File: src/rtl/rcic_pkg.sv
// rcic_pkg: shared types and constants for the rank count / insertion cost unit
// used by rcic_cell, rcic_cost and rank_count_insertion_cost_unit
package rcic_pkg;

  localparam int unsigned IN_VALUE_BITS  = 16;
  localparam int unsigned OUT_COUNT_BITS = 11;
  localparam int unsigned TOTAL_BITS     = 30;
  localparam logic [TOTAL_BITS:0] COST_MODULUS = 31'd1000000007;

  // control bits that travel with an item along the cell chain
  typedef struct packed {
    logic vld;
    logic last;
    logic placed;
  } ctl_t;

endpackage

File: src/rtl/rcic_cell.sv
// rcic_cell: one storage slot of the chain; ranks the passing item against its
// stored value and takes the item if it is the first empty slot. uses rcic_pkg
module rcic_cell #(
  parameter int unsigned VALUE_BITS = 16,
  parameter int unsigned CNT_BITS   = 11
) (
  input  logic                  clk,
  input  logic                  rst_n,
  input  logic                  adv,
  input  rcic_pkg::ctl_t        ctl_i,
  input  logic [VALUE_BITS-1:0] value_i,
  input  logic [CNT_BITS-1:0]   below_i,
  input  logic [CNT_BITS-1:0]   above_i,
  output rcic_pkg::ctl_t        ctl_o,
  output logic [VALUE_BITS-1:0] value_o,
  output logic [CNT_BITS-1:0]   below_o,
  output logic [CNT_BITS-1:0]   above_o
);

  logic                  occ_r, occ_nxt;
  logic [VALUE_BITS-1:0] slot_r;
  rcic_pkg::ctl_t        ctl_r, ctl_nxt;
  logic [VALUE_BITS-1:0] value_r;
  logic [CNT_BITS-1:0]   below_r, below_nxt;
  logic [CNT_BITS-1:0]   above_r, above_nxt;
  logic                  take;
  logic                  lt, gt;

  assign take = ctl_i.vld && !occ_r && !ctl_i.placed;
  assign lt   = occ_r && (slot_r < value_i);
  assign gt   = occ_r && (slot_r > value_i);

  always_comb begin
    ctl_nxt        = ctl_i;
    ctl_nxt.placed = ctl_i.placed | take;
    below_nxt      = below_i + CNT_BITS'(lt);
    above_nxt      = above_i + CNT_BITS'(gt);
    occ_nxt        = occ_r;
    if (ctl_i.vld) begin
      // a last item empties the slot once it has gone by
      occ_nxt = ctl_i.last ? 1'b0 : (occ_r | take);
    end
  end

  always_ff @(posedge clk) begin
    if (!rst_n) begin
      occ_r <= 1'b0;
      ctl_r <= '0;
    end else if (adv) begin
      occ_r <= occ_nxt;
      ctl_r <= ctl_nxt;
    end
  end

  always_ff @(posedge clk) begin
    if (adv) begin
      value_r <= value_i;
      below_r <= below_nxt;
      above_r <= above_nxt;
      if (take) begin
        slot_r <= value_i;
      end
    end
  end

  assign ctl_o   = ctl_r;
  assign value_o = value_r;
  assign below_o = below_r;
  assign above_o = above_r;

endmodule

File: config.mk
export PLATFORM = sky130hd
export DESIGN_NAME = rcic_cell
export DESIGN_NICKNAME = d
export VERILOG_FILES = /design/src/rtl/rcic_pkg.sv /design/src/rtl/rcic_cell.sv
export SDC_FILE = /design/constraint.sdc
export NUM_CORES = 1
export LEC_CHECK = 0
export BUFFER_PORTS_ARGS = -buffer_cell sky130_fd_sc_hd__buf_2
export CORE_ASPECT_RATIO = 0.5
export CORE_MARGIN = 1.5
export CORE_UTILIZATION = 45
export DETAILED_ROUTE_END_ITERATION = 8
export PLACE_DENSITY = 0.83
export SKIP_LAST_GASP = 1
export SYNTH_ARGS = -nofsm -noshare
export SYNTH_HDL_FRONTEND = slang
export SYNTH_SLANG_ARGS = --single-unit
File: constraint.sdc
create_clock -name clk -period 6.75 [get_ports clk]
set_clock_uncertainty 0.05 [all_clocks]
set_input_delay 1.6875 -clock clk [delete_from_list [all_inputs] [get_ports clk]]
set_output_delay 1.6875 -clock clk [all_outputs]
set_load 0.02 [all_outputs]
==> flow_summary.json, run 1 <==
{
  "outcome": "completed",
  "cts.clk_slew.worst_paths_ps": 50,
  "crit_path_start_kind": "input pin",
  "gp_congestion": 0.749,
  "wl_per_cell_um": 14.8,
  "ys_seq_area_share_pct": 66.6,
  "dp_slack_ps": 2550,
  "power.density_nw_per_um2": 302,
  "antenna_found_initial": 0,
  "cts_root_buffer": "clkbuf_16",
  "yosys-top-cells-area": "edfxtp_1 (63%), ha_1 (9.8%), xnor2_1 (4.8%)",
  "max_freq_ghz": 0.258,
  "postCtsHoldBufs": 0,
  "drt-total-wl_mm": 5.15,
  "cp-startpoint": "value_i[15]",
  "drive_above_1_share_pct": 37.3,
  "final_util_pct": 62.3,
  "coreArea_um2": 5470,
  "grt_max_degree": 45,
  "final_common_cell": "buf_2",
  "layout.nets": 335,
  "cts_buffers": 9,
  "cts_setup_buffers": 0,
  "synth_top_cell_by_area": "edfxtp_1",
  "htree_levels": 3,
  "cts_sinks": 58,
  "place_inst": 333,
  "hold_end": "ctl_o[2]$_SDFFE_PN0P_",
  "avgSynthCellArea_um2": 14.5,
  "crit_required_ps": 6780,
  "yosysTopAreaCellShare_pct": 63.5,
  "syn_nets": 240,
  "maxCapViolCount": 0,
  "grt_pass1_vias": 1734,
  "insertedDiodeCount": 0,
  "start_util_pct": 46.7,
  "min_from": "ctl_o[2]$_SDFFE_PN0P_",
  "synth_area_um2": 2550,
  "slew_viol_final": 0,
  "hp-class": "flop to flop",
  "syn_inst": 176,
  "die_area_um2": 6160,
  "dp_hpwl_mm": 3.72,
  "fp-row-count": 19,
  "portBuffers": 84,
  "final_cells": 349,
  "firstDrtPassIters": 4,
  "fin_hold_ws_ps": 449,
  "cts_max_path_buffers": 2,
  "r2r_start": "slot_r[15]$_DFFE_PP_",
  "clock_latency_ps": 320,
  "endpoint_kind": "flop",
  "cts_resized": 0,
  "die_h_um": 56.3,
  "hold_violations": 0,
  "drc": 0,
  "tightest_slew_ps": 1230,
  "finalSetupTns_ps": 0,
  "regToRegEndpoint": "above_o[10]$_DFFE_PP_",
  "ys_ff_latch": 58,
  "drtIter0Drc": 91,
  "whs_path_depth": 2,
  "grt_pass1_wl_mm": 7.91,
  "p_leak_nw": 1.48,
  "fp.dieW_um": 110,
  "synthDistinctLibCells": 28,
  "track_usage_pct": 17.6,
  "viasPerCell": 4.95,
  "overflow": 0,
  "arrival_ps": 3910,
  "ir_drop_mv": 0.157,
  "min_period_ps": 3880,
  "drtAntennaViolNets": 0,
  "io_pins": 85,
  "slew_headroom_pct": 17.8,
  "yosysWarnings": 0,
  "post-route-period-util_pct": 57.5,
  "r2r_cells": 10,
  "via_count": 1729,
  "area_growth_pct": 33.4,
  "ff2ff_setup_slack_ps": 3990,
  "path_class": "input pin to flop",
  "final_cell_mix": "buf_2 (84), edfxtp_1 (54), ha_1 (20)",
  "grt_setup_unrepaired": "false",
  "cts_tree": "done",
  "critical_path_peak_fanout": 5,
  "layout_setup_ws_ps": 2870,
  "setup_viol": 0
}
-- worst max path at each step --
stage	to	slack (ps)	cells after the start
3_5_place_dp	above_o[10]$_DFFE_PP_	2550	12
6_report	above_o[10]$_DFFE_PP_	2870	12
5_1_grt	above_o[10]$_DFFE_PP_	2700	12
3_3_place_gp	below_o[10]$_DFFE_PP_	2620	12
2_1_floorplan	above_o[10]$_DFFE_PP_	2920	11
4_1_cts	above_o[10]$_DFFE_PP_	2870	12
-- critical path: stages --
cell and delay [ps]:
buf_2 100, inv_1 40, ha_1 330, nand4_2 140, nor4_2 340, a21boi_2 240, o311a_1 200, ha_1 170
ha_1 250, and2_1 150, nand4_1 120, xnor2_1 140
-- registers in the layout (all words and copies together), names as in the netlist --
| name | cells |
|---|---|
| slot_r | 16 |
| occ_r | 1 |
| below_o | 11 |
| ctl_o | 3 |
| above_o | 11 |
| value_o | 16 |
-- cells in the mapped netlist --
cell	instances
edfxtp_1	54
ha_1	20
inv_1	17
xnor2_1	14
nand2_1	12
a21oi_1	9
nand3_1	7
and2_1	4
dfxtp_1	4
nand4_1	4
o21ai_0	4
xor2_1	4
and3_1	3
nor2_1	3
a21o_1	2
and4_1	2
nor2b_1	2
a21boi_0	1
a21boi_2	1
mux2i_1	1
nand2b_1	1
nand4_2	1
nand4_4	1
nor3_1	1
nor4_1	1
nor4_2	1
o211ai_1	1
o311a_1	1
-- stage by stage --
stage	power, mW	instance area, µm²
finish	1.03	3410
global route	1.06	3410
CTS	1.03	3410
detailed placement	0.523	3070
global placement	0.518	3070
floorplan	0.477	2550
-- power breakdown --
part	total [mW]	internal (mW)	switching (mW)
logic	0.0937	0.0341	0.0596
registers	0.422	0.417	0.00540
clock network	0.511	0.360	0.152
total	1.03	0.811	0.217
-- metal layers --
| metal | up-vias | track usage (%) | routed length [µm] | part of all wire [%] |
|---|---|---|---|---|
| li1 | 839 | - | - | - |
| met2 | 53 | 31.5 | 2810 | 54 |
| met5 | - | 0 | 0 | 0 |
| met1 | 828 | 18.9 | 2000 | 39 |
| met3 | 9 | 6.16 | 268 | 5.2 |
| met4 | 0 | 7.79 | 74 | 1.4 |
-- layout make-up --
type | count | area, µm²
Fill cell | 438 | 2060
Sequential cell | 58 | 1700
Multi-Input combinational cell | 101 | 793
Timing Repair Buffer | 84 | 420
Clock buffer | 11 | 233
Clock inverter | 5 | 103
Tap cell | 73 | 91.3
Inverter | 17 | 63.8
-- logic make-up (layout without fill, tap and decap cells) --
family,count (synthesis),after routing,synth area share [%]
buf+inv,17,117,2.50
compound gates,19,19,4.56
xor+xnor,18,18,6.17
simple gates,43,43,9.95
fa+ha+maj,20,20,9.80
flops,58,58,66.6
mux,1,1,0.392
Note: power is estimated with default switching activity, not from simulation.
==> inputs of run 2 (changes only) <==
Clock period 6.75 ns to 4.05 ns, I/O delays scaled along.
==> flow_summary.json, run 2 (synthesis results as in run 1) <==
{
  "route.met3.wl_um": 220,
  "htree_levels": 3,
  "viasPerCell": 4.90,
  "power.density_nw_per_um2": 455,
  "overflow": 0,
  "top_layer": "met4",
  "drtAntennaViolNets": 0,
  "coreArea_um2": 5470,
  "critical_path_peak_fanout": 5,
  "maxCapViolCount": 0,
  "grt_max_degree": 24,
  "place_area_um2": 3090,
  "io_pins": 85,
  "grt_pass1_vias": 1674,
  "cts.clk_slew.worst_paths_ps": 40,
  "layout.nets": 337,
  "slew_headroom_pct": 69.4,
  "setup_viol": 0,
  "start_util_pct": 46.7,
  "hold_violations": 0,
  "drive_above_1_share_pct": 36.3,
  "cpPeakStageDelay_ps": 360,
  "die_area_um2": 6160,
  "arrival_ps": 3270,
  "area_growth_pct": 31.1,
  "met1_length_mm": 2.07,
  "cts_buffers": 9,
  "track_usage_pct": 18.1,
  "via_count": 1719,
  "firstDrtPassIters": 4,
  "drtIter0Drc": 105,
  "dp_hpwl_mm": 3.79,
  "postCtsHoldBufs": 0,
  "crit_required_ps": 4070,
  "gp_congestion": 0.753,
  "die_h_um": 56.3,
  "path_class": "input pin to flop",
  "grt_pass1_wl_mm": 8.03,
  "portBuffers": 84,
  "crit_path_start_kind": "input pin",
  "insertedDiodeCount": 0,
  "cts_resized": 0,
  "clock_latency_ps": 320,
  "cpMostUsedCell": "ha_1",
  "max_freq_ghz": 0.308,
  "cts_sinks": 58,
  "final_cell_mix": "buf_2 (84), edfxtp_1 (54), ha_1 (20)",
  "fp.dieW_um": 110,
  "wl_per_cell_um": 14.6,
  "drt-total-wl_mm": 5.14,
  "p_leak_nw": 1.45,
  "cts_root_buffer": "clkbuf_16",
  "slew_viol_final": 0,
  "wl_met2_mm": 2.77,
  "grt_setup_unrepaired": "false",
  "hp-class": "flop to flop",
  "tightest_slew_ps": 459,
  "finalSetupTns_ps": 0,
  "ir_drop_mv": 0.226,
  "cts_setup_buffers": 0,
  "crit_chain": "buf_2 -> inv_1 -> ha_1 -> nand4_2 -> nor4_2 -> a21boi_2 -> o311a_1 -> ha_1 -> ha_1 -> and2_1 -> nand4_1 -> xnor2_1",
  "drc": 0,
  "final_common_cell": "buf_2",
  "crit_path_top_delay_cell": "nor4_2",
  "post-route-period-util_pct": 80.3,
  "cts_max_path_buffers": 2,
  "cts_tree": "done",
  "outcome": "completed",
  "fp-row-count": 19,
  "antenna_found_initial": 0,
  "endpoint_kind": "flop",
  "final_area_um2": 3350,
  "min_period_ps": 3250
}
==> run 2: cell types whose count changed in the layout (fill, tap and decap cells not counted), sizes merged <==
cell      before  now
clkinv         1    0
bufinv         3    0
clkbuf        11   16
clkinvlp       1    0
buf           84   86
==> run 2: layer usage <==
layer,vias up,global-route usage (%)
li1,843,-
met1,827,20.9
met2,40,30.3
met3,9,6.16
met4,0,8.16
met5,-,0
==> run 2: worst paths after layout <==
check,start,endpoint,slack [ps],depth (start not counted)
worst min-delay path,ctl_o[1]$_SDFFE_PN0P_,ctl_o[1]$_SDFFE_PN0P_,470,2
worst max-delay path,value_i[15],above_o[10]$_DFFE_PP_,800,12
worst max register to register,slot_r[15]$_DFFE_PP_,above_o[10]$_DFFE_PP_,1220,10
worst min register to register,ctl_o[1]$_SDFFE_PN0P_,ctl_o[1]$_SDFFE_PN0P_,470,2
==> run 2: area by class of cell <==
class	count	area (µm²)
Clock buffer	16	262
Multi-Input combinational cell	101	793
Inverter	17	63.8
Tap cell	73	91.3
Fill cell	443	2120
Timing Repair Buffer	86	435
Sequential cell	58	1700
==> run 2: critical path, delay by kind of cell <==
kind / cells / cell delay (ps)
AND/OR/NAND/NOR: 4 / 770
adder cells (fa/ha/maj): 3 / 730
AO/OA/AOI/OAI: 2 / 490
buffers and inverters: 2 / 140
XOR/XNOR: 1 / 130
==> run 2: power by group <==
group | switching, mW | internal (mW)
combinational | 0.0990 | 0.0578
clock | 0.232 | 0.430
sequential | 0.00855 | 0.695
total | 0.339 | 1.18
==> run 2: per-stage QoR <==
| step | instances | hold slack, ps | power (mW) | utilization (%) | worst slack (ps) |
|---|---|---|---|---|---|
| detailed placement | 335 | 442 | 0.872 | 56.4 | 482 |
| global route | 351 | 497 | 1.58 | 61.2 | 584 |
| finish | 351 | 470 | 1.52 | 61.2 | 799 |
| floorplan | 176 | 503 | 0.795 | - | 894 |
| CTS | 351 | 471 | 1.54 | 61.2 | 794 |
| global placement | 335 | 426 | 0.863 | 56.4 | 588 |
