`src/rtl/rcic_pkg.sv`:
```
// rcic_pkg: shared types and constants for the rank count / insertion cost unit
// used by rcic_cell, rcic_cost and rank_count_insertion_cost_unit
package rcic_pkg;

  localparam int unsigned IN_VALUE_BITS  = 16;
  localparam int unsigned OUT_COUNT_BITS = 11;
  localparam int unsigned TOTAL_BITS     = 30;
  localparam logic [TOTAL_BITS:0] COST_MODULUS = 31'd1000000007;

  // control bits that travel with an item along the cell chain
  typedef struct packed {
    logic vld;
    logic last;
    logic placed;
  } ctl_t;

endpackage

```
`src/rtl/rcic_cost.sv`:
```
// rcic_cost: end of the chain; adds the smaller count to the running cost
// modulo 1000000007 and holds the result item. uses rcic_pkg
module rcic_cost #(
  parameter int unsigned CNT_BITS = 11
) (
  input  logic                                 clk,
  input  logic                                 rst_n,
  input  rcic_pkg::ctl_t                       ctl_i,
  input  logic [CNT_BITS-1:0]                  below_i,
  input  logic [CNT_BITS-1:0]                  above_i,
  output logic                                 adv,
  output logic                                 out_valid,
  input  logic                                 out_ready,
  output logic [rcic_pkg::OUT_COUNT_BITS-1:0]  out_count_less,
  output logic [rcic_pkg::OUT_COUNT_BITS-1:0]  out_count_greater,
  output logic [rcic_pkg::TOTAL_BITS-1:0]      out_running_total,
  output logic                                 out_store_full
);

  localparam int unsigned OCB = rcic_pkg::OUT_COUNT_BITS;
  localparam int unsigned TB  = rcic_pkg::TOTAL_BITS;

  logic                out_valid_r, out_valid_nxt;
  logic [TB-1:0]       acc_r, acc_nxt;
  logic [OCB-1:0]      less_r, greater_r;
  logic [TB-1:0]       total_r;
  logic                full_r;
  logic [CNT_BITS-1:0] smaller;
  logic [TB:0]         sum, diff;
  logic [TB-1:0]       total;
  logic [CNT_BITS+OCB-1:0] below_ext, above_ext;

  assign adv = !out_valid_r || out_ready;

  assign smaller = (below_i < above_i) ? below_i : above_i;
  assign sum     = {1'b0, acc_r} + (TB+1)'(smaller);
  assign diff    = sum - rcic_pkg::COST_MODULUS;
  assign total   = (sum >= rcic_pkg::COST_MODULUS) ? diff[TB-1:0] : sum[TB-1:0];

  // counts wider than the field are masked
  assign below_ext = {{OCB{1'b0}}, below_i};
  assign above_ext = {{OCB{1'b0}}, above_i};

  always_comb begin
    out_valid_nxt = out_valid_r;
    acc_nxt       = acc_r;
    if (adv) begin
      out_valid_nxt = ctl_i.vld;
      if (ctl_i.vld) begin
        acc_nxt = ctl_i.last ? '0 : total;
      end
    end
  end

  always_ff @(posedge clk) begin
    if (!rst_n) begin
      out_valid_r <= 1'b0;
      acc_r       <= '0;
    end else begin
      out_valid_r <= out_valid_nxt;
      acc_r       <= acc_nxt;
    end
  end

  always_ff @(posedge clk) begin
    if (adv && ctl_i.vld) begin
      less_r    <= below_ext[OCB-1:0];
      greater_r <= above_ext[OCB-1:0];
      total_r   <= total;
      full_r    <= !ctl_i.placed;
    end
  end

  assign out_valid         = out_valid_r;
  assign out_count_less    = less_r;
  assign out_count_greater = greater_r;
  assign out_running_total = total_r;
  assign out_store_full    = full_r;

endmodule

```
`config.mk`:
```
export PLATFORM = sky130hd
export DESIGN_NAME = rcic_cost
export DESIGN_NICKNAME = d
export VERILOG_FILES = /design/src/rtl/rcic_pkg.sv /design/src/rtl/rcic_cost.sv
export SDC_FILE = /design/constraint.sdc
export NUM_CORES = 1
export LEC_CHECK = 0
export BUFFER_PORTS_ARGS = -buffer_cell sky130_fd_sc_hd__buf_2
export CAP_MARGIN = 20
export CORE_ASPECT_RATIO = 1.2
export CORE_MARGIN = 4
export CORE_UTILIZATION = 45
export DETAILED_ROUTE_END_ITERATION = 10
export PLACE_DENSITY_LB_ADDON = 0.25
export SYNTH_ARGS = -nofsm -noshare
export SYNTH_HDL_FRONTEND = slang
export SYNTH_SLANG_ARGS = --single-unit
export TNS_END_PERCENT = 20
```
`constraint.sdc`:
```
create_clock -name clk -period 5.9 [get_ports clk]
set_input_delay 0.59 -clock clk [delete_from_list [all_inputs] [get_ports clk]]
set_output_delay 0.59 -clock clk [all_outputs]
set_load 0.1 [all_outputs]
```
==> results of run 1 <==
-- metrics by stage --
stage | cell area (sq um) | TNS (ps) | instances | power (mW) | setup WS, ps
6_report | 7290 | 0 | 862 | 1.84 | 20.0
5_1_grt | 7290 | -5480 | 862 | 1.92 | -214
4_1_cts | 6870 | 0 | 852 | 1.82 | 13.5
3_5_place_dp | 6590 | -11420 | 836 | 1.27 | -347
3_3_place_gp | 6590 | -6760 | 836 | 1.26 | -249
2_1_floorplan | 5250 | 0 | 513 | 1.09 | 27.1
-- final cells by class --
class	instances	share of cell area (%)
Sequential cell	84	30.3
Clock buffer	10	3.14
Multi-Input combinational cell	382	42.4
Clock inverter	6	0.772
Inverter	24	1.27
Timing Repair Buffer	202	19.4
Tap cell	154	2.64
-- metal layers --
| layer | part of all wire, % | wire length (um) |
|---|---|---|
| met1 | 41 | 6090 |
| met2 | 53 | 7900 |
| met3 | 3.8 | 569 |
| met4 | 2.4 | 352 |
| met5 | 0 | 0 |
-- cells in the mapped netlist, types with 4 or more instances --
cell type	number	area (sq um)
nand3_1	24	120
o31ai_1	5	37.5
and3_1	5	31.3
nand2_1	38	143
xor2_1	18	158
a22o_1	22	193
mux2_2	12	135
nand4_1	9	56.3
a31oi_1	7	43.8
ha_1	22	275
nor2_1	24	90.1
or3_1	4	25.0
a21oi_1	20	100
o2111ai_1	4	35.0
o21ai_0	16	80.1
edfxtp_1	53	1590
nor3_1	17	85.1
nand2b_1	12	75.1
a21o_1	12	90.1
and2_1	10	62.6
dfxtp_1	31	621
clkbuf_1	14	52.6
buf_2	6	30.0
inv_1	23	86.3
xnor2_1	35	307
o211ai_1	7	52.6
-- path summary, 6_finish.rpt --
| kind | start | to | slack, ps | cells past startpoint |
|---|---|---|---|---|
| worst max register to register | acc_r[0] | acc_r[20] | 1910 | 16 |
| worst max-delay path | below_i[1] | acc_r[20] | 20 | 29 |
| worst min-delay path | above_i[4] | out_count_greater[4] | 450 | 1 |
| worst min register to register | acc_r[5] | acc_r[5] | 480 | 1 |
-- state kept, by name (all words and copies together), names as in the netlist --
signal / cells
out_count_less: 11
out_valid: 1
out_store_full: 1
acc_r: 30
out_count_greater: 11
out_running_total: 30
-- cells by family after synthesis --
family                     Yosys count  synth area share [%]
xor gates and xnor gates            53                  8.99
and+or+nand+nor                    164                  16.5
adders and majority gates           23                  5.72
muxes                               12                  2.62
DFF                                 84                  42.9
buffers and inverters               47                  3.73
AOI/OAI and AO/OA                  130                  19.5
-- power breakdown --
group          leakage (nW)  switching (mW)  total (mW)  internal [mW]
sequential            0.770          0.0114       0.677          0.665
combinational          2.18           0.413       0.617          0.203
clock                 0.137           0.253       0.547          0.294
total                  3.09           0.678        1.84           1.16
-- timing repair --
action | in CTS | in global routing
pin swaps | 0 | 29
resized for setup | 1 | 65
endpoints found under the setup margin | 1 | 60
buffers inserted | 0 | 8
-- critical path, delay by kind of cell --
kind                     cells  cell delay (ps)
AO/OA/AOI/OAI               16             2780
adder cells (fa/ha/maj)      3              710
buffers and inverters        3              400
AND/OR/NAND/NOR              5             1010
multiplexers                 2              600
==> run summary, run 1 <==
===============================================================================
Status                                                                completed
Total count of max-transition violations in the final report                  0
CTS tree                                                                   done
Tmin final                                                              5880 ps
Static leakage power                                                    3.09 nW
Delay of the slowest critical-path stage                                 540 ps
Count of final hold-check violations                                          0
Layout cell share with drive strength beyond 1                            41.5%
Clock latency on the worst-skew pair                                     350 ps
Required time reported for the critical path endpoint                   6130 ps
Peak ir drop on the vdd network                                        0.134 mV
H-tree depth reported by CTS                                                  3
Antenna violations before repair                                              0
Max Freq                                                              0.170 GHz
Post-route ant nets                                                           0
Sequential cell area in the final layout                             2210 sq um
Final core utilization                                                    65.4%
GR Util All Layers                                                        21.7%
Clock root buffer                                                     clkbuf_16
Power density cells                                                 253 nW/um^2
N_diodes                                                                      0
Max capacitance violation total                                               0
Area of the die                                                     13300 sq um
Placeable Area                                                      11100 sq um
Vias in the first global route                                             4760
Standard-cell row count                                                      42
Number of detailed-routing iterations run before antenna repair               4
Clock-pin slew on the worst setup and hold paths                          70 ps
Vias                                                                       4665
Most common flop cell mapped by yosys                                  edfxtp_1
Area growth from synthesis to layout                                      41.2%
Final weighted congestion of routability-driven global placement          0.936
Met2 Track Usage GR                                                       40.5%
Yosys warns                                                                   0
IO Port Bufs                                                                 82
Type of element launching the critical path                        primary input
Most common cell after layout, fill and taps aside                        buf_4
Kind of critical path                                                 in -> reg
Worst-path cell with the longest stage delay                             or4b_1
# fillers                                                                   933
Number of sinks handled by clock tree synthesis                              84
Worst Clk Skew                                                          9.58 ps
Met3 global-route usage                                                   4.38%
Via-to-Cell Ratio                                                          5.41
Mean post-synth cell area                                            10.1 sq um
Starting Density                                                          46.3%
Ys async rst share                                                           0%
Routed wire length                                                     14900 um
Register bit count reported by yosys                                         84
Part of the Yosys area used for sequential elements                       42.9%
Netlist area before placement                                        5160 sq um
Slew headroom                                                             57.3%
Final global-route overflow total                                             0
Maximum number of pins on one net before global-route repair                 55
Die Y                                                                    125 um
Syn nets                                                                    564
Share of the cycle needed by the critical path after routing              99.7%
Max Root-Sink Buffers                                                         2
Wire length of the first global-routing pass                           23100 um
Number of buffers created by CTS                                              9
Per-cell routed wire length                                             17.3 um
Area taken by multi-input logic gates                                3090 sq um
Number of enable flip-flop cells after synthesis                             53
Most frequent cells in the layout                                  buf_4, buf_2, edfxtp_1, nand2_1, dfxtp_1
RSZ-0062 raised after global routing                                       true
Met1 track demand over resource in global routing                         24.3%
Die X-Extent                                                             106 um
HPWL after detailed placement                                          11000 um
Total of endpoints with negative setup slack in the final report              0
Most heavily used metal layer in global routing                            met2
Most repeated library cell on the critical path                          a21o_1
Pin slew with the least headroom to its limit                            639 ps
Number of buffers added to fix hold violations after cts                      0
Type of the tightest min-delay check                                  in -> reg
Number of different library cells in the post-synthesis netlist              71
NumNets Final                                                               754
WP data arrival                                                         6110 ps
First DRT Iteration DRCs                                                    160
Worst Hold Margin                                                        445 ps
Remaining DRCs                                                                0
Type of element capturing the critical path                            register
Ports placed on the boundary                                                 83
Maximum fanout along the worst path                                           7
Instance count of the mapped netlist                                        513
===============================================================================
No activity file was read; power rests on OpenSTA's default activity.
==> run 2: changes to the inputs <==
==> constraint.sdc (replaced) <==
create_clock -name clk -period 4.85 [get_ports clk]
set_input_delay 0.485 -clock clk [delete_from_list [all_inputs] [get_ports clk]]
set_output_delay 0.485 -clock clk [all_outputs]
set_load 0.1 [all_outputs]
==> run summary, run 2 (synthesis results as in run 1) <==
================================================================================
Status                                                              finished with violations
Violations in the final reports                                     setup timing
Share of the cycle needed by the critical path after routing                119%
Vias in the first global route                                              4984
Non-Filler Cell Area, Final                                           7590 sq um
Worst Slack Setup Final                                                  -912 ps
Pin slew with the least headroom to its limit                             716 ps
Count of final hold-check violations                                           0
Maximum fanout along the worst path                                            7
Wire length of the first global-routing pass                            25200 um
Max Freq                                                               0.174 GHz
CTS tree                                                                    done
Worst flop-to-flop path startpoint                                      acc_r[0]
Maximum number of pins on one net before global-route repair                  55
Type of element capturing the critical path                             register
Type of the tightest min-delay check                                   in -> reg
First DRT Iteration DRCs                                                     197
Antenna violations before repair                                               0
Cells after DPL                                                              863
Kind of critical path                                                  in -> reg
Max Root-Sink Buffers                                                          2
Tmin final                                                               5760 ps
Max capacitance violation total                                                0
Most repeated library cell on the critical path                           a21o_1
Total count of max-transition violations in the final report                   0
Slew headroom                                                              51.9%
Ports placed on the boundary                                                  83
Post-route ant nets                                                            0
Final global-route overflow total                                              0
Worst reg2reg path depth                                                      16
WP data arrival                                                          6040 ps
Most frequent cells in the layout                                   buf_4, buf_2, edfxtp_1, nand2_1, dfxtp_1
Power density cells                                                  300 nW/um^2
Final weighted congestion of routability-driven global placement           0.912
Peak ir drop on the vdd network                                         0.161 mV
Count of non-filler cells in the finished layout                             892
Worst Clk Skew                                                           6.72 ps
Number of detailed-routing iterations run before antenna repair                4
NumNets Final                                                                784
H-tree depth reported by CTS                                                   3
Number of sinks handled by clock tree synthesis                               84
GR Util All Layers                                                         23.7%
Reg-to-reg slack, setup                                                   900 ps
Total of endpoints with negative setup slack in the final report              60
N_diodes                                                                       0
End point of the worst hold path                                    out_count_greater[10]
IO Port Bufs                                                                  82
Reg2Reg Capture Point                                                  acc_r[29]
Worst-path cell with the longest stage delay                              or4b_4
Layout cell share with drive strength beyond 1                             45.3%
Launch point of the worst hold path                                  above_i[10]
Die Y                                                                     125 um
Worst Path Buf+Inv                                                             4
Type of element launching the critical path                         primary input
Most common cell after layout, fill and taps aside                         buf_4
Via-to-Cell Ratio                                                           5.41
Area growth from synthesis to layout                                       47.0%
Cell type group with the largest total delay on the critical path   compound AO/OA/AOI/OAI gates
Clock root buffer                                                      clkbuf_16
HPWL after detailed placement                                           11400 um
Die X-Extent                                                              106 um
Standard-cell row count                                                       42
Clock-pin slew on the worst setup and hold paths                           70 ps
Vias                                                                        4829
Routed wire length                                                      15700 um
Hold path cells                                                                1
Area of the die                                                      13300 sq um
Starting Density                                                           46.3%
Remaining DRCs                                                                 0
Static leakage power                                                     3.23 nW
Required time reported for the critical path endpoint                    5130 ps
Cell area reported after detailed placement                           6790 sq um
Delay of the slowest critical-path stage                                  540 ps
Number of buffers added to fix hold violations after cts                       0
Placeable Area                                                       11100 sq um
RSZ-0062 raised after global routing                                        true
Per-cell routed wire length                                              17.6 um
Clock latency on the worst-skew pair                                      350 ps
Number of buffers created by CTS                                               9
================================================================================
-- run 2: cell count changes in the layout (fill, tap and decap cells not counted), moves of 2 or more --
| cell | before | now |
|---|---|---|
| buf_4 | 109 | 139 |
| xor2_2 | 3 | 5 |
| xor2_1 | 15 | 13 |
| o21ai_1 | 4 | 2 |
| nand2_2 | 4 | 2 |
| nand3_4 | 1 | 3 |
| nand2_4 | 1 | 4 |
| o21ai_2 | 2 | 4 |
-- run 2: metrics by stage --
step | power (mW) | setup TNS [ps] | utilization [%] | setup WS (ps) | hold WS (ps)
after floorplan | 1.33 | -46500 | - | -913 | 449
after CTS | 2.26 | -43950 | 65.7 | -898 | 337
after detailed placement | 1.56 | -77430 | 60.9 | -1450 | 470
after global routing | 2.37 | -56170 | 68.1 | -1090 | 341
final | 2.27 | -45420 | 68.1 | -912 | 341
after global placement | 1.55 | -71370 | 60.9 | -1330 | 466
-- run 2: timing repair --
| item | CTS | global route |
|---|---|---|
| buffers inserted | 9 | 3 |
| resized for setup | 41 | 42 |
| hold endpoints to repair | 0 | 0 |
| setup endpoints to repair | 60 | 60 |
| pin swaps | 26 | 22 |
-- run 2: worst max path at each step --
stage,slack [ps],startpoint,cells after the start,end
floorplan,-910,above_i[1],29,acc_r[29]
global placement,-1330,above_i[1],30,out_running_total[20]
detailed placement,-1450,above_i[1],30,acc_r[29]
CTS,-900,above_i[1],30,acc_r[20]
global route,-1090,above_i[1],30,acc_r[24]
finish,-910,above_i[1],30,acc_r[29]
-- run 2: final cells by class --
| class | count | area (sq um) |
|---|---|---|
| tap | 154 | 193 |
| sequential | 84 | 2210 |
| clock buffer | 10 | 239 |
| timing repair buffer | 232 | 1610 |
| clock inverter | 6 | 55.1 |
| inverter | 24 | 103 |
| multi-input combinational | 382 | 3170 |
| fill | 923 | 3550 |
-- run 2: metal layers --
layer | global-route usage, % | routed length (um)
met1 | 27.7 | 6350
met2 | 43.8 | 8240
met3 | 3.51 | 711
met4 | 8.54 | 408
met5 | 0 | 0
-- run 2: where the power goes --
part	switching [mW]	total (mW)	internal, mW
clock network	0.311	0.682	0.371
registers	0.0146	0.824	0.809
logic	0.513	0.769	0.256
